File: src/design/touch_gesture_to_hid_mouse_macros.svh
// Assertion macros shared by the touch-to-mouse blocks.
`ifndef TOUCH_GESTURE_TO_HID_MOUSE_MACROS_SVH
`define TOUCH_GESTURE_TO_HID_MOUSE_MACROS_SVH

// Check a condition in the same cycle as its trigger.
`define TGM_ASSERT_NOW(label, ante, cons, msg) \
    label: assert property (@(posedge i_clk) disable iff (!i_rst_n) (ante) |-> (cons)) \
        else $error(msg);

// Check a condition in the cycle after its trigger.
`define TGM_ASSERT_NEXT(label, ante, cons, msg) \
    label: assert property (@(posedge i_clk) disable iff (!i_rst_n) (ante) |=> (cons)) \
        else $error(msg);

`endif

File: src/design/tgm_pkg.sv
// Shared types, codes and constants of the touch-to-mouse converter.
package tgm_pkg;

    localparam int COORD_W    = 10;
    localparam int CFG_IDX_W  = 3;
    localparam int CFG_DATA_W = 16;
    localparam int QUEUE_LIMIT  = 1024;
    localparam int REPORT_LIMIT = 127;

    localparam logic [15:0] SAT16 = 16'hFFFF;

    // Event kinds
    localparam logic [1:0] FUNC_PRESS   = 2'd0;
    localparam logic [1:0] FUNC_RELEASE = 2'd1;
    localparam logic [1:0] FUNC_DRAG    = 2'd2;
    localparam logic [1:0] FUNC_TICK    = 2'd3;

    // Acceleration levels
    localparam logic [1:0] GAIN_UNIT   = 2'd1;
    localparam logic [1:0] GAIN_MEDIUM = 2'd2;
    localparam logic [1:0] GAIN_FAST   = 2'd3;

    // Configuration register indexes
    localparam logic [CFG_IDX_W-1:0] CFG_POINTER_GAIN  = 3'd0;
    localparam logic [CFG_IDX_W-1:0] CFG_HOLD_DELAY    = 3'd1;
    localparam logic [CFG_IDX_W-1:0] CFG_TAP_MIN_LEN   = 3'd2;
    localparam logic [CFG_IDX_W-1:0] CFG_TAP_MAX_LEN   = 3'd3;
    localparam logic [CFG_IDX_W-1:0] CFG_TAP_MOVE_LIM  = 3'd4;
    localparam logic [CFG_IDX_W-1:0] CFG_SCROLL_ZONE   = 3'd5;
    localparam logic [CFG_IDX_W-1:0] CFG_FAST_SPEED    = 3'd6;
    localparam logic [CFG_IDX_W-1:0] CFG_MEDIUM_SPEED  = 3'd7;

    typedef struct packed {
        logic [3:0]  pointer_gain;
        logic [15:0] hold_delay;
        logic [15:0] tap_min_len;
        logic [15:0] tap_max_len;
        logic [15:0] tap_move_limit;
        logic [9:0]  scroll_zone_start;
        logic [10:0] fast_speed_limit;
        logic [10:0] medium_speed_limit;
    } t_cfg;

    localparam t_cfg CFG_RESET = '{
        pointer_gain:       4'd1,
        hold_delay:         16'd30,
        tap_min_len:        16'd3,
        tap_max_len:        16'd18,
        tap_move_limit:     16'd4,
        scroll_zone_start:  10'd210,
        fast_speed_limit:   11'd20,
        medium_speed_limit: 11'd10
    };

    // Controller to datapath
    typedef struct packed {
        logic load;
        logic do_press;
        logic do_release;
        logic do_dist;
        logic do_mul;
        logic do_acc;
        logic do_count;
        logic do_hold;
        logic do_send;
    } t_dp_cmd;

    // Datapath to controller
    typedef struct packed {
        logic [1:0] func;
        logic       is_pressed;
        logic       pending;
        logic       host_ready;
        logic       out_free;
    } t_dp_sts;

endpackage

File: src/design/tgm_evt_if.sv
// Touch event channel.
interface tgm_evt_if import tgm_pkg::*; ();
    logic               valid;
    logic               ready;
    logic [1:0]         func;
    logic [COORD_W-1:0] touch_x;
    logic [COORD_W-1:0] touch_y;
    logic [COORD_W-1:0] prev_x;
    logic [COORD_W-1:0] prev_y;
    logic               host_ready;

    modport source (output valid, func, touch_x, touch_y, prev_x, prev_y, host_ready,
                    input ready);
    modport sink   (input valid, func, touch_x, touch_y, prev_x, prev_y, host_ready,
                    output ready);
endinterface

File: src/design/tgm_rpt_if.sv
// Mouse report channel.
interface tgm_rpt_if import tgm_pkg::*; ();
    logic              valid;
    logic              ready;
    logic              left_button;
    logic signed [7:0] move_x;
    logic signed [7:0] move_y;
    logic signed [7:0] wheel;

    modport source (output valid, left_button, move_x, move_y, wheel, input ready);
    modport sink   (input valid, left_button, move_x, move_y, wheel, output ready);
endinterface

File: src/design/tgm_cfg_regs.sv
// Configuration register bank.
module tgm_cfg_regs import tgm_pkg::*; (
    input  logic                  i_clk,
    input  logic                  i_rst_n,
    input  logic                  i_cfg_we,
    input  logic [CFG_IDX_W-1:0]  i_cfg_idx,
    input  logic [CFG_DATA_W-1:0] i_cfg_data,
    output t_cfg                  o_cfg
);

    t_cfg r_cfg;

    always_ff @(posedge i_clk) begin
        if (!i_rst_n) begin
            r_cfg <= CFG_RESET;
        end else if (i_cfg_we) begin
            unique case (i_cfg_idx)
                CFG_POINTER_GAIN:  r_cfg.pointer_gain       <= i_cfg_data[3:0];
                CFG_HOLD_DELAY:    r_cfg.hold_delay         <= i_cfg_data;
                CFG_TAP_MIN_LEN:   r_cfg.tap_min_len        <= i_cfg_data;
                CFG_TAP_MAX_LEN:   r_cfg.tap_max_len        <= i_cfg_data;
                CFG_TAP_MOVE_LIM:  r_cfg.tap_move_limit     <= i_cfg_data;
                CFG_SCROLL_ZONE:   r_cfg.scroll_zone_start  <= i_cfg_data[9:0];
                CFG_FAST_SPEED:    r_cfg.fast_speed_limit   <= i_cfg_data[10:0];
                CFG_MEDIUM_SPEED:  r_cfg.medium_speed_limit <= i_cfg_data[10:0];
                default:           r_cfg <= r_cfg;
            endcase
        end
    end

    assign o_cfg = r_cfg;

endmodule

File: src/design/tgm_dp.sv
// Gesture datapath: event registers, gesture state, movement queues, report register.
`include "touch_gesture_to_hid_mouse_macros.svh"
module tgm_dp import tgm_pkg::*; (
    input  logic               i_clk,
    input  logic               i_rst_n,
    input  t_cfg               i_cfg,
    input  t_dp_cmd            i_cmd,
    output t_dp_sts            o_sts,
    input  logic [1:0]         i_func,
    input  logic [COORD_W-1:0] i_touch_x,
    input  logic [COORD_W-1:0] i_touch_y,
    input  logic [COORD_W-1:0] i_prev_x,
    input  logic [COORD_W-1:0] i_prev_y,
    input  logic               i_host_ready,
    input  logic               i_rpt_ready,
    output logic               o_rpt_valid,
    output logic               o_left_button,
    output logic signed [7:0]  o_move_x,
    output logic signed [7:0]  o_move_y,
    output logic signed [7:0]  o_wheel
);

    localparam logic signed [18:0] QSUM_HI = 19'(QUEUE_LIMIT);
    localparam logic signed [18:0] QSUM_LO = 19'(-QUEUE_LIMIT);
    localparam logic signed [11:0] Q_HI    = 12'(QUEUE_LIMIT);
    localparam logic signed [11:0] Q_LO    = 12'(-QUEUE_LIMIT);
    localparam logic signed [11:0] RPT_HI  = 12'(REPORT_LIMIT);
    localparam logic signed [11:0] RPT_LO  = 12'(-REPORT_LIMIT);

    function automatic logic signed [11:0] clamp_q(input logic signed [18:0] v);
        if (v > QSUM_HI) return Q_HI;
        else if (v < QSUM_LO) return Q_LO;
        else return v[11:0];
    endfunction

    function automatic logic signed [7:0] clamp_rpt(input logic signed [11:0] v);
        if (v > RPT_HI) return RPT_HI[7:0];
        else if (v < RPT_LO) return RPT_LO[7:0];
        else return v[7:0];
    endfunction

    // Latched event
    logic [1:0]         r_func;
    logic [COORD_W-1:0] r_tx, r_ty, r_px, r_py;
    logic               r_host_ready;

    // Gesture state
    logic               r_is_pressed, r_scroll_mode, r_hold_active, r_click_due;
    logic               r_wanted, r_sent;
    logic [15:0]        r_tick_cnt, r_moved;
    logic signed [11:0] r_qx, r_qy;
    logic signed [7:0]  r_qw;

    // Drag pipeline
    logic signed [10:0] r_dx, r_dy;
    logic [5:0]         r_gain;
    logic signed [17:0] r_prod_x, r_prod_y;

    // Report register
    logic               r_out_valid, r_out_btn;
    logic signed [7:0]  r_out_x, r_out_y, r_out_w;

    logic signed [10:0] dx, dy, adx, ady;
    logic [10:0]        drag_len;
    logic [16:0]        moved_sum;
    logic [15:0]        n_moved;
    logic [1:0]         gain_sel;
    logic [5:0]         gain;
    logic signed [17:0] dx_ext, dy_ext, gain_ext;
    logic signed [18:0] sum_x, sum_y;
    logic signed [11:0] sum_w;
    logic signed [7:0]  rx, ry, rw;
    logic               still, tap_ok, hold_ok, pending, out_free;

    assign dx        = $signed({1'b0, r_tx}) - $signed({1'b0, r_px});
    assign dy        = $signed({1'b0, r_ty}) - $signed({1'b0, r_py});
    assign adx       = dx[10] ? -dx : dx;
    assign ady       = dy[10] ? -dy : dy;
    assign drag_len  = {1'b0, adx[9:0]} + {1'b0, ady[9:0]};
    assign moved_sum = {1'b0, r_moved} + {6'b0, drag_len};
    assign n_moved   = moved_sum[16] ? SAT16 : moved_sum[15:0];

    always_comb begin
        if (drag_len > i_cfg.fast_speed_limit) gain_sel = GAIN_FAST;
        else if (drag_len > i_cfg.medium_speed_limit) gain_sel = GAIN_MEDIUM;
        else gain_sel = GAIN_UNIT;
    end
    assign gain = {4'b0, gain_sel} * {2'b0, i_cfg.pointer_gain};

    assign dx_ext   = {{7{r_dx[10]}}, r_dx};
    assign dy_ext   = {{7{r_dy[10]}}, r_dy};
    assign gain_ext = $signed({12'b0, r_gain});

    assign sum_x = {{7{r_qx[11]}}, r_qx} + {r_prod_x[17], r_prod_x};
    assign sum_y = {{7{r_qy[11]}}, r_qy} + {r_prod_y[17], r_prod_y};
    assign sum_w = {{4{r_qw[7]}}, r_qw} + {r_dy[10], r_dy};

    assign rx = clamp_rpt(r_qx);
    assign ry = clamp_rpt(r_qy);
    assign rw = clamp_rpt({{4{r_qw[7]}}, r_qw});

    assign still   = r_moved <= i_cfg.tap_move_limit;
    assign tap_ok  = !r_scroll_mode && (r_tick_cnt >= i_cfg.tap_min_len)
                     && (r_tick_cnt <= i_cfg.tap_max_len) && still;
    assign hold_ok = r_is_pressed && !r_scroll_mode && !r_hold_active
                     && (r_tick_cnt >= i_cfg.hold_delay) && still;
    assign pending  = (r_qx != '0) || (r_qy != '0) || (r_qw != '0) || (r_wanted != r_sent);
    assign out_free = !r_out_valid || i_rpt_ready;

    always_ff @(posedge i_clk) begin
        if (!i_rst_n) begin
            r_is_pressed  <= 1'b0;
            r_scroll_mode <= 1'b0;
            r_hold_active <= 1'b0;
            r_click_due   <= 1'b0;
            r_wanted      <= 1'b0;
            r_sent        <= 1'b0;
            r_tick_cnt    <= '0;
            r_moved       <= '0;
            r_qx          <= '0;
            r_qy          <= '0;
            r_qw          <= '0;
            r_out_valid   <= 1'b0;
        end else begin
            if (i_cmd.do_press) begin
                r_is_pressed  <= 1'b1;
                r_hold_active <= 1'b0;
                r_tick_cnt    <= '0;
                r_moved       <= '0;
                r_scroll_mode <= r_tx >= i_cfg.scroll_zone_start;
            end
            if (i_cmd.do_release) begin
                r_is_pressed <= 1'b0;
                if (r_hold_active) begin
                    r_wanted      <= 1'b0;
                    r_hold_active <= 1'b0;
                end else if (tap_ok) begin
                    r_wanted    <= 1'b1;
                    r_click_due <= 1'b1;
                end
            end
            if (i_cmd.do_dist) begin
                r_moved <= n_moved;
            end
            if (i_cmd.do_acc) begin
                if (r_scroll_mode) begin
                    r_qw <= clamp_rpt(sum_w);
                end else begin
                    r_qx <= clamp_q(sum_x);
                    r_qy <= clamp_q(sum_y);
                end
            end
            if (i_cmd.do_count && r_is_pressed && (r_tick_cnt != SAT16)) begin
                r_tick_cnt <= r_tick_cnt + 16'd1;
            end
            if (i_cmd.do_hold && hold_ok) begin
                r_wanted      <= 1'b1;
                r_hold_active <= 1'b1;
            end
            if (i_cmd.do_send) begin
                r_qx   <= r_qx - {{4{rx[7]}}, rx};
                r_qy   <= r_qy - {{4{ry[7]}}, ry};
                r_qw   <= r_qw - rw;
                r_sent <= r_wanted;
                if (r_click_due && r_wanted) begin
                    r_wanted    <= 1'b0;
                    r_click_due <= 1'b0;
                end
                r_out_valid <= 1'b1;
            end else if (i_rpt_ready) begin
                r_out_valid <= 1'b0;
            end
        end
    end

    always_ff @(posedge i_clk) begin
        if (i_cmd.load) begin
            r_func       <= i_func;
            r_tx         <= i_touch_x;
            r_ty         <= i_touch_y;
            r_px         <= i_prev_x;
            r_py         <= i_prev_y;
            r_host_ready <= i_host_ready;
        end
        if (i_cmd.do_dist) begin
            r_dx   <= dx;
            r_dy   <= dy;
            r_gain <= gain;
        end
        if (i_cmd.do_mul) begin
            r_prod_x <= dx_ext * gain_ext;
            r_prod_y <= dy_ext * gain_ext;
        end
        if (i_cmd.do_send) begin
            r_out_btn <= r_wanted;
            r_out_x   <= rx;
            r_out_y   <= ry;
            r_out_w   <= rw;
        end
    end

    assign o_sts = '{
        func:       r_func,
        is_pressed: r_is_pressed,
        pending:    pending,
        host_ready: r_host_ready,
        out_free:   out_free
    };

    assign o_rpt_valid   = r_out_valid;
    assign o_left_button = r_out_btn;
    assign o_move_x      = r_out_x;
    assign o_move_y      = r_out_y;
    assign o_wheel       = r_out_w;

    `TGM_ASSERT_NOW(a_qx_bounded, 1'b1, r_qx <= Q_HI && r_qx >= Q_LO, "x queue out of range")
    `TGM_ASSERT_NOW(a_qy_bounded, 1'b1, r_qy <= Q_HI && r_qy >= Q_LO, "y queue out of range")
    `TGM_ASSERT_NEXT(a_sent_tracks, i_cmd.do_send, r_sent == r_out_btn, "sent button mismatch")

endmodule

File: src/design/tgm_ctrl.sv
// Event sequencer driving the gesture datapath.
`include "touch_gesture_to_hid_mouse_macros.svh"
module tgm_ctrl import tgm_pkg::*; (
    input  logic    i_clk,
    input  logic    i_rst_n,
    input  logic    i_evt_valid,
    output logic    o_evt_ready,
    output t_dp_cmd o_cmd,
    input  t_dp_sts i_sts
);

    localparam logic [2:0] S_IDLE      = 3'd0;
    localparam logic [2:0] S_EXEC      = 3'd1;
    localparam logic [2:0] S_DRAG_MUL  = 3'd2;
    localparam logic [2:0] S_DRAG_ACC  = 3'd3;
    localparam logic [2:0] S_TICK_HOLD = 3'd4;
    localparam logic [2:0] S_TICK_SEND = 3'd5;

    logic [2:0] r_state, n_state;

    always_ff @(posedge i_clk) begin
        if (!i_rst_n) begin
            r_state <= S_IDLE;
        end else begin
            r_state <= n_state;
        end
    end

    always_comb begin
        n_state = r_state;
        o_cmd   = '0;
        unique case (r_state)
            S_IDLE: begin
                if (i_evt_valid) begin
                    o_cmd.load = 1'b1;
                    n_state    = S_EXEC;
                end
            end
            S_EXEC: begin
                unique case (i_sts.func)
                    FUNC_PRESS: begin
                        o_cmd.do_press = 1'b1;
                        n_state        = S_IDLE;
                    end
                    FUNC_RELEASE: begin
                        o_cmd.do_release = 1'b1;
                        n_state          = S_IDLE;
                    end
                    FUNC_DRAG: begin
                        if (i_sts.is_pressed) begin
                            o_cmd.do_dist = 1'b1;
                            n_state       = S_DRAG_MUL;
                        end else begin
                            n_state = S_IDLE;
                        end
                    end
                    FUNC_TICK: begin
                        o_cmd.do_count = 1'b1;
                        n_state        = S_TICK_HOLD;
                    end
                    default: n_state = S_IDLE;
                endcase
            end
            S_DRAG_MUL: begin
                o_cmd.do_mul = 1'b1;
                n_state      = S_DRAG_ACC;
            end
            S_DRAG_ACC: begin
                o_cmd.do_acc = 1'b1;
                n_state      = S_IDLE;
            end
            S_TICK_HOLD: begin
                o_cmd.do_hold = 1'b1;
                n_state       = S_TICK_SEND;
            end
            S_TICK_SEND: begin
                if (!i_sts.pending || !i_sts.host_ready) begin
                    n_state = S_IDLE;
                end else if (i_sts.out_free) begin
                    o_cmd.do_send = 1'b1;
                    n_state       = S_IDLE;
                end
            end
            default: n_state = S_IDLE;
        endcase
    end

    assign o_evt_ready = (r_state == S_IDLE);

    `TGM_ASSERT_NEXT(a_accept_exec, i_evt_valid && o_evt_ready, r_state == S_EXEC, "no decode after transfer")
    `TGM_ASSERT_NOW(a_send_free, o_cmd.do_send, i_sts.out_free, "report overwritten")
    `TGM_ASSERT_NEXT(a_send_wait, r_state == S_TICK_SEND && i_sts.pending && i_sts.host_ready && !i_sts.out_free, r_state == S_TICK_SEND, "report dropped")

endmodule

File: src/design/touch_gesture_to_hid_mouse.sv
// Top level of the touch gesture to relative mouse report converter.
//
//   channel   dir  handshake          payload
//   i_evt     in   valid / ready      func, touch_x, touch_y, prev_x, prev_y, host_ready
//   o_rpt     out  valid / ready      left_button, move_x, move_y, wheel
//   i_cfg_*   in   write enable only  i_cfg_idx selects register, i_cfg_data value
//
// Press, release and an ignored drag go through transfer and decode; a drag goes through
// transfer, decode with distance and gain, multiply and accumulate, and a tick through transfer,
// decode and count, hold check and report; one event is in work at a time, the sequencer
// in tgm_ctrl sets these steps.
// A tick that sends a report waits while the report register still holds an earlier
// report that the host side has not taken; other events never wait on o_rpt.
// The report register lets the next event transfer in while a report is pending.
// Synchronous reset restores configuration, gesture state, queues and report valid;
// event latches and report payload are loaded before use. No clearing pass.
module touch_gesture_to_hid_mouse import tgm_pkg::*; (
    input  logic                  i_clk,
    input  logic                  i_rst_n,
    tgm_evt_if.sink               i_evt,
    tgm_rpt_if.source             o_rpt,
    input  logic                  i_cfg_we,
    input  logic [CFG_IDX_W-1:0]  i_cfg_idx,
    input  logic [CFG_DATA_W-1:0] i_cfg_data
);

    t_cfg    cfg;
    t_dp_cmd cmd;
    t_dp_sts sts;

    // Hold configuration; to be written only while the block is idle, which the block itself does not enforce.
    tgm_cfg_regs u_cfg (
        .i_clk      (i_clk),
        .i_rst_n    (i_rst_n),
        .i_cfg_we   (i_cfg_we),
        .i_cfg_idx  (i_cfg_idx),
        .i_cfg_data (i_cfg_data),
        .o_cfg      (cfg)
    );

    // Advance one event through its steps; accept a transfer only when idle.
    tgm_ctrl u_ctrl (
        .i_clk       (i_clk),
        .i_rst_n     (i_rst_n),
        .i_evt_valid (i_evt.valid),
        .o_evt_ready (i_evt.ready),
        .o_cmd       (cmd),
        .i_sts       (sts)
    );

    // Keep gesture state, movement queues and the outgoing report.
    tgm_dp u_dp (
        .i_clk         (i_clk),
        .i_rst_n       (i_rst_n),
        .i_cfg         (cfg),
        .i_cmd         (cmd),
        .o_sts         (sts),
        .i_func        (i_evt.func),
        .i_touch_x     (i_evt.touch_x),
        .i_touch_y     (i_evt.touch_y),
        .i_prev_x      (i_evt.prev_x),
        .i_prev_y      (i_evt.prev_y),
        .i_host_ready  (i_evt.host_ready),
        .i_rpt_ready   (o_rpt.ready),
        .o_rpt_valid   (o_rpt.valid),
        .o_left_button (o_rpt.left_button),
        .o_move_x      (o_rpt.move_x),
        .o_move_y      (o_rpt.move_y),
        .o_wheel       (o_rpt.wheel)
    );

endmodule
File: src/flat_wrapper.sv
// flat-port wrapper written by rule: the top's interface ports become plain ports
module touch_gesture_to_hid_mouse_flat import tgm_pkg::*;
  (i_clk, i_rst_n, i_cfg_we, i_cfg_idx, i_cfg_data, i_evt_valid, i_evt_func, i_evt_touch_x, i_evt_touch_y, i_evt_prev_x, i_evt_prev_y, i_evt_host_ready, i_evt_ready, o_rpt_valid, o_rpt_left_button, o_rpt_move_x, o_rpt_move_y, o_rpt_wheel, o_rpt_ready);
  tgm_evt_if i_evt_i ();
  tgm_rpt_if o_rpt_i ();
  input  logic i_clk;
  input  logic i_rst_n;
  input  logic i_cfg_we;
  input  logic [CFG_IDX_W-1:0] i_cfg_idx;
  input  logic [CFG_DATA_W-1:0] i_cfg_data;
  input wire logic [$bits(i_evt_i.valid)-1:0] i_evt_valid;
  input wire logic [$bits(i_evt_i.func)-1:0] i_evt_func;
  input wire logic [$bits(i_evt_i.touch_x)-1:0] i_evt_touch_x;
  input wire logic [$bits(i_evt_i.touch_y)-1:0] i_evt_touch_y;
  input wire logic [$bits(i_evt_i.prev_x)-1:0] i_evt_prev_x;
  input wire logic [$bits(i_evt_i.prev_y)-1:0] i_evt_prev_y;
  input wire logic [$bits(i_evt_i.host_ready)-1:0] i_evt_host_ready;
  output wire logic [$bits(i_evt_i.ready)-1:0] i_evt_ready;
  output wire logic [$bits(o_rpt_i.valid)-1:0] o_rpt_valid;
  output wire logic [$bits(o_rpt_i.left_button)-1:0] o_rpt_left_button;
  output wire logic [$bits(o_rpt_i.move_x)-1:0] o_rpt_move_x;
  output wire logic [$bits(o_rpt_i.move_y)-1:0] o_rpt_move_y;
  output wire logic [$bits(o_rpt_i.wheel)-1:0] o_rpt_wheel;
  input wire logic [$bits(o_rpt_i.ready)-1:0] o_rpt_ready;
  assign i_evt_i.valid = i_evt_valid;
  assign i_evt_i.func = i_evt_func;
  assign i_evt_i.touch_x = i_evt_touch_x;
  assign i_evt_i.touch_y = i_evt_touch_y;
  assign i_evt_i.prev_x = i_evt_prev_x;
  assign i_evt_i.prev_y = i_evt_prev_y;
  assign i_evt_i.host_ready = i_evt_host_ready;
  assign i_evt_ready = i_evt_i.ready;
  assign o_rpt_valid = o_rpt_i.valid;
  assign o_rpt_left_button = o_rpt_i.left_button;
  assign o_rpt_move_x = o_rpt_i.move_x;
  assign o_rpt_move_y = o_rpt_i.move_y;
  assign o_rpt_wheel = o_rpt_i.wheel;
  assign o_rpt_i.ready = o_rpt_ready;
  touch_gesture_to_hid_mouse u_core (.i_clk(i_clk), .i_rst_n(i_rst_n), .i_evt(i_evt_i), .o_rpt(o_rpt_i), .i_cfg_we(i_cfg_we), .i_cfg_idx(i_cfg_idx), .i_cfg_data(i_cfg_data));
endmodule
File: config.mk
export PLATFORM = sky130hd
export DESIGN_NAME = touch_gesture_to_hid_mouse_flat
export DESIGN_NICKNAME = d
export VERILOG_FILES = /design/src/design/tgm_pkg.sv /design/src/design/tgm_evt_if.sv /design/src/design/tgm_rpt_if.sv /design/src/design/tgm_cfg_regs.sv /design/src/design/tgm_dp.sv /design/src/design/tgm_ctrl.sv /design/src/design/touch_gesture_to_hid_mouse.sv /design/src/flat_wrapper.sv
export VERILOG_INCLUDE_DIRS = /design/src /design/src/design
export SDC_FILE = /design/constraint.sdc
export NUM_CORES = 1
export LEC_CHECK = 0
export BUFFER_PORTS_ARGS = -buffer_cell sky130_fd_sc_hd__buf_2
export CORE_MARGIN = 2
export CORE_UTILIZATION = 48
export DETAILED_ROUTE_END_ITERATION = 12
export PLACE_DENSITY = 0.7
export SLEW_MARGIN = 10
export SYNTH_ARGS = -nofsm -noshare
export SYNTH_HDL_FRONTEND = slang
export SYNTH_SLANG_ARGS = --single-unit
File: constraint.sdc
create_clock -name i_clk -period 7.1 [get_ports i_clk]
set_input_delay 1.42 -clock i_clk [delete_from_list [all_inputs] [get_ports i_clk]]
set_output_delay 1.42 -clock i_clk [all_outputs]
set_load 0.05 [all_outputs]
Word-level counts from Yosys, hierarchy flattened
Cells that the tools add are included.
Storage, ports and cells
  input bits: 67
  output and inout port bits: 27
  register bits after elaboration: 306
Cells by class
  multiply operators: 3
  bitwise operators: 1
  reduce and logical (&&, ||, !) cells: 45
  $add $sub $neg: 13
  equal/unequal tests: 20
  order comparisons: 19
  mux-type cells: 67
Operator list (number)
  $mux W12: 10
  $mux W8: 11
  $mux W16: 4
  $add A12 B18 Y19: 2
  $gt A19 B12 Y1 const B: 2
  $lt A19 B11 Y1 const B: 2
  $gt A12 B8 Y1 const B: 3
  $lt A12 B8 Y1 const B: 3
  $mul A11 B7 Y18: 2
  $ge A16 B16 Y1: 2
  $le A16 B16 Y1: 2
  $mux W1: 31
  $reduce_bool A12 Y1: 2
  $sub A12 B12 Y12: 2
  $gt A11 B11 Y1: 2
  $reduce_and A2 Y1: 11
  $sub A10 B10 Y11: 2
  $mux W10: 2
  $neg A10 Y10: 2
  $eq A3 B3 Y1 const B: 6
  $add A16 B11 Y17: 1
  $add A16 B1 Y16 const B: 1
  $ne A16 B16 Y1 const B: 1
  $pmux W3 S5: 1
  other kinds (27): 61

Logic depth before layout (Yosys ltp)
  depth after elaboration: 10
  depth in mapped cells: 33
  mapped depth without buffers: 33

Modules after synthesis
A second synthesis with hierarchy kept.
Unflattened totals
  cell total of the unflattened synthesis: 2655
  area total of the unflattened synthesis: 24593.6 um^2
Modules (own cells, without submodules)
  tgm_dp: area each 20556.0 um^2, instances 1, cells each 2264, seq. area each 5385.2 um^2
  tgm_cfg_regs: area each 3829.9 um^2, instances 1, cells each 363, seq. area each 2001.9 um^2
  tgm_ctrl: area each 207.7 um^2, instances 1, cells each 28, seq. area each 60.1 um^2

Least setup slack after synthesis
OpenSTA, ideal clock, no wires.
  kind: register to register
  start point: register u_core.u_dp.r_tx[0]
  end point: register u_core.u_dp.r_gain[4], data pin
  stages on the path, launching flop included: 33
  library setup time: 266 ps
  buffers on the path: 0
  data arrival time: 5902 ps
  slack: 932 ps
  cell sequence: edfxtp_1 -> inv_1 -> ha_1 -> fa_1 -> nor2b_1 -> o21ai_0 -> a21boi_0 -> o21ai_0 -> a21oi_1 -> o21a_1 -> o21a_1 -> nor2_1 -> o21ai_0 -> ha_1 -> a21o_1 -> a21oi_1 -> o21bai_1 -> a21oi_1 -> o21bai_1 -> a21oi_1 -> o21bai_1 -> a21oi_1 -> xnor2_1 -> ha_1 -> and3_1 -> a2111oi_0 -> a21oi_1 -> nor2b_1 -> nor2b_1 -> ha_1 -> a21o_1 -> a21oi_1 -> xor2_1
On the way
  elaborated cells between the ends (all ways): 9
  those cells by class: add/sub: 3; mul: 1; order compare: 2; mux: 3
RTL lines
  start: declaration: line tgm_dp.sv:44  | logic [COORD_W-1:0] r_tx, r_ty, r_px, r_py;
  start signal: assignment: line tgm_dp.sv:179  | r_tx <= i_touch_x;
  $sub A10 B10 Y11 (*): line tgm_dp.sv:75  | assign dx = $signed({1'b0, r_tx}) - $signed({1'b0, r_px});
  named net u_core.u_dp.dx[10]: line tgm_dp.sv:63  | logic signed [10:0] dx, dy, adx, ady;
  $mux W10 (*): line tgm_dp.sv:77  | assign adx = dx[10] ? -dx : dx;
  $add A10 B10 Y11 (*): line tgm_dp.sv:79  | assign drag_len = {1'b0, adx[9:0]} + {1'b0, ady[9:0]};
  $gt A11 B11 Y1: line tgm_dp.sv:85  | else if (drag_len > i_cfg.medium_speed_limit) gain_sel = GAIN_MEDIUM;
  $mux W2: line tgm_dp.sv:85
  $mux W2 (*): line tgm_dp.sv:84  | if (drag_len > i_cfg.fast_speed_limit) gain_sel = GAIN_FAST;
  $mul A2 B4 Y6 (*): line tgm_dp.sv:88  | assign gain = {4'b0, gain_sel} * {2'b0, i_cfg.pointer_gain};
  named net u_core.u_dp.gain[4]: line tgm_dp.sv:68  | logic [5:0] gain;
  end signal: assignment: line tgm_dp.sv:188  | r_gain <= gain;
  end: declaration: line tgm_dp.sv:56  | logic [5:0] r_gain;
Mark *: on every way through the listed nets, which the timed path passes. The rest lies on a longest branch.
A chain may end at the register's enable or synchronous reset.

Final worst setup path
  start point: register u_core.u_dp.r_py[0]
  end point: register u_core.u_dp.r_gain[5], data pin
On the way
  elaborated cells between the ends (all ways): 9
  those cells by class: add/sub: 3; mul: 1; order compare: 2; mux: 3
RTL lines
  start: declaration: line tgm_dp.sv:44
  start signal: assignment: line tgm_dp.sv:182  | r_py <= i_prev_y;
  $sub A10 B10 Y11 (*): line tgm_dp.sv:76  | assign dy = $signed({1'b0, r_ty}) - $signed({1'b0, r_py});
  named net u_core.u_dp.dy[10]: line tgm_dp.sv:63
  $mux W10 (*): line tgm_dp.sv:78  | assign ady = dy[10] ? -dy : dy;
  $add A10 B10 Y11 (*): line tgm_dp.sv:79
  $gt A11 B11 Y1: line tgm_dp.sv:85
  $mux W2: line tgm_dp.sv:85
  $mux W2 (*): line tgm_dp.sv:84
  $mul A2 B4 Y6 (*): line tgm_dp.sv:88
  named net u_core.u_dp.gain[5]: line tgm_dp.sv:68
Marked as above.

==> impl_metrics.csv <==
group,metric,value,unit
route,viasPerCell,5.62,
final_layout,layout_common_cells,"323 x nand2_1, 292 x ha_1, 291 x inv_1",
synthesis,synthMuxAreaShare,0.00431,
clock_tree,clk_pin_slew,60,ps
job,drv_cap,0,
final_layout,finish.instance_area,0.0264,mm^2
clock_tree,cts_setup_buffers,0,
timing,min_period_over_period,0.934,
synthesis,ys_types,85,
floorplan,coreArea,0.0499,mm^2
timing,fmax,151,MHz
final_layout,synthToLayoutAreaGrowth,9.72,%
grt,antenna_found_initial,0,
route,firstDrtPassIters,5,
grt,grt-ovfl-total,0,
critical_path,startpoint,"u_core.u_dp.r_py[0]$_DFFE_PP_",
critical_path,path_common_cell,"a21oi_1",
critical_path,critPathRequiredTime,7410,ps
synthesis,ys_seq_area_frac,0.309,
placement,gp_congestion,0.920,
critical_path,start_kind,"register",
final_layout,layout.nets,3226,
critical_path,critPathSlowestCell,"fa_1",
placement,portBuffers,93,
synthesis,postSynthCellCount,2697,
timing,setup_tns,0,ps
floorplan,rows,82,
synthesis,synth-xor-area-share,0.0454,
synthesis,synth-adder-area-share,0.239,
synthesis,ys_ff_latch,306,
floorplan,num_io_pins,94,
placement,dp_hpwl,45100,um
synthesis,synth-edff-count,132,
timing,worst_pin_slew,1160,ps
route,drt_iter0_drc,999,
clock_tree,cts_sinks,306,
clock_tree,cts_inserted_buffers,36,
grt,grt_usage,0.223,
floorplan,start_util,0.483,
min_path,hp-class,"reg2reg",
clock_tree,cts-root-buf,"clkbuf_16",
synthesis,synth-compound-area-share,0.171,
timing,skew,26.0,ps
floorplan,dieArea,0.0520,mm^2
timing,relSlewSlack,0.230,
floorplan,die_y,228,um
critical_path,critPathBufInv,0,
clock_tree,cts_max_path_buffers,3,
final_layout,final_util,0.530,
synthesis,yosys.area_share.simple,0.172,
pwr,finalPower,0.00552,W
pwr,vdd_drop_max,0.000176,V
route,via_count,19500,
synthesis,synth_top_family_by_area,"adder cells",
placement,postPlaceCellArea,0.0252,mm^2
critical_path,crit_path_max_incr_delay,410,ps
grt,grt_start_max_net_pins,85,
timing,layout_min_cycle_time,6630,ps
route,antenna_left,0,
min_path,min_from,"u_core.u_dp.r_click_due$_SDFF_PN0_",
clock_tree,insertion_delay,570,ps
final_layout,mostFrequentLayoutCell,"nand2_1",
synthesis,ys_warn_count,0,
timing,setup-violations-final,0,
critical_path,cp_max_fo,4,
synthesis,synth_nets,3161,
final_layout,drive_gt1_frac,0.0753,
route,wl,58700,um
critical_path,arrival,6950,ps
final_layout,insertedDiodeCount,0,
grt,grt_pass1_vias,19300,
grt,grt_pass1_wl,96000,um
route,drc,0,
critical_path,r2r-start,"u_core.u_dp.r_py[0]$_DFFE_PP_",
outcome,status,"finished clean",
synthesis,avgSynthCellArea,8.93,um^2
pwr,p_leak,11.4,nW
synthesis,async_flop_share,0,
clock_tree,cts_tree,"done",
critical_path,endpoint_kind,"register",
synthesis,synth_area,0.0241,mm^2
clock_tree,hold_buffers,0,
route,wire_per_inst,17.0,um
timing,finalHoldViolCount,0,
critical_path,crit_family,"compound AO/OA/AOI/OAI gates",
synthesis,ys.flop_type,"dfxtp_1",
floorplan,die_w,228,um
critical_path,critical_path_class,"reg2reg",
timing,slew_viol_final,0,
clock_tree,h-tree-depth,2,
pwr,power_density,209,mW/mm^2
## power by group
part / leakage, nW / internal, W / switching (W)
combinational: 8.15 / 0.000723 / 0.000976
clock: 0.597 / 0.00112 / 0.000776
sequential: 2.63 / 0.00190 / 0.0000234
## cells in the mapped netlist (9+ instances only)
cell type / instances / area [um^2]
fa_1: 105 / 2100
o31ai_1: 12 / 90.1
clkbuf_1: 69 / 259
o21ai_0: 92 / 460
inv_1: 292 / 1100
or3_1: 16 / 100
a311oi_1: 9 / 78.8
edfxtp_1: 132 / 3960
nand3_1: 58 / 290
ha_1: 292 / 3650
dfxtp_1: 174 / 3480
nor2b_1: 40 / 250
nor4_1: 11 / 68.8
a31o_2: 11 / 96.3
xnor2_1: 81 / 709
o21a_1: 37 / 278
xor2_1: 44 / 385
a21oi_1: 241 / 1210
and3_1: 18 / 113
nand4_1: 22 / 138
or2_2: 11 / 68.8
and2_1: 94 / 588
nor3_1: 58 / 290
nand3b_1: 12 / 90.1
o22ai_1: 11 / 68.8
nand2b_1: 25 / 156
o21bai_1: 14 / 105
a211oi_1: 12 / 90.1
or4_1: 11 / 82.6
o211ai_1: 40 / 300
nor2_1: 118 / 443
a21o_1: 62 / 465
nand2_1: 323 / 1210
a31oi_1: 23 / 144
## flip-flops by register name, summed over array words and instances, names as in the netlist, 2 cells and up
| signal | cells |
|---|---|
| u_core.u_dp.r_prod_y | 18 |
| u_core.u_dp.r_qx | 12 |
| u_core.u_dp.r_px | 10 |
| u_core.u_dp.r_tx | 10 |
| u_core.u_dp.o_move_x | 8 |
| u_core.u_dp.r_qw | 8 |
| u_core.u_dp.r_ty | 10 |
| u_core.u_dp.o_move_y | 8 |
| u_core.u_dp.r_gain | 6 |
| u_core.u_cfg.o_cfg | 100 |
| u_core.u_dp.r_func | 2 |
| u_core.u_dp.r_py | 10 |
| u_core.u_dp.r_tick_cnt | 16 |
| u_core.u_dp.r_dy | 11 |
| u_core.u_dp.r_dx | 11 |
| u_core.u_dp.r_qy | 12 |
| u_core.u_dp.r_prod_x | 18 |
| u_core.u_dp.o_wheel | 8 |
| u_core.u_ctrl.r_state | 3 |
| u_core.u_dp.r_moved | 16 |
## metal layers
metal,global-route usage,wire length [um],up-vias
li1,-,-,9574
met1,0.276,25500,9334
met2,0.395,28800,437
met3,0.0279,2350,120
met4,0.0862,1970,0
met5,0,0,-
## cells by family (layout without fill, tap and decap cells)
| kind of cell | Yosys count | in the layout |
|---|---|---|
| buffers and inverters | 372 | 465 |
| multiplexers | 10 | 10 |
| adder cells (fa/ha/maj) | 397 | 397 |
| AO/OA/AOI/OAI | 642 | 642 |
| AND/OR/NAND/NOR | 845 | 845 |
| flip-flops | 306 | 306 |
| XOR/XNOR | 125 | 125 |
## repair_timing
item,CTS,global route
endpoints found under the hold margin,0,0
resized for setup,0,15
endpoints found under the setup margin,0,6
## tightest hold or removal path: cells and delay by family (launching register included)
family / cells / cell delay, ps
flops: 1 / 290
buf+inv: 1 / 50
compound gates: 1 / 50
## path summary, 6_finish.rpt
path | cells after the start | slack [ps] | end
max reg2reg | 31 | 470 | u_core.u_dp.r_gain[5]$_DFFE_PP_
max | 31 | 470 | u_core.u_dp.r_gain[5]$_DFFE_PP_
min reg2reg | 2 | 450 | u_core.u_dp.r_click_due$_SDFF_PN0_
min | 2 | 450 | u_core.u_dp.r_click_due$_SDFF_PN0_
## layout make-up
class                      count  area [um^2]
fill                        4605        23400
multi-input combinational   2019        15300
sequential                   306         7450
inverter                     294         1110
clock buffer                  55         1070
tap                          672          841
timing repair buffer         105          556
clock inverter                11          138
## through the flow
stage,std cells,hold WS [ps],setup WS (ps)
4_1_cts,3462,449,88.9
5_1_grt,3462,477,-25.3
3_3_place_gp,3396,435,339
2_1_floorplan,2697,427,932
3_5_place_dp,3396,443,150
6_report,3462,446,466
Note: power is estimated with default switching activity, not from simulation.
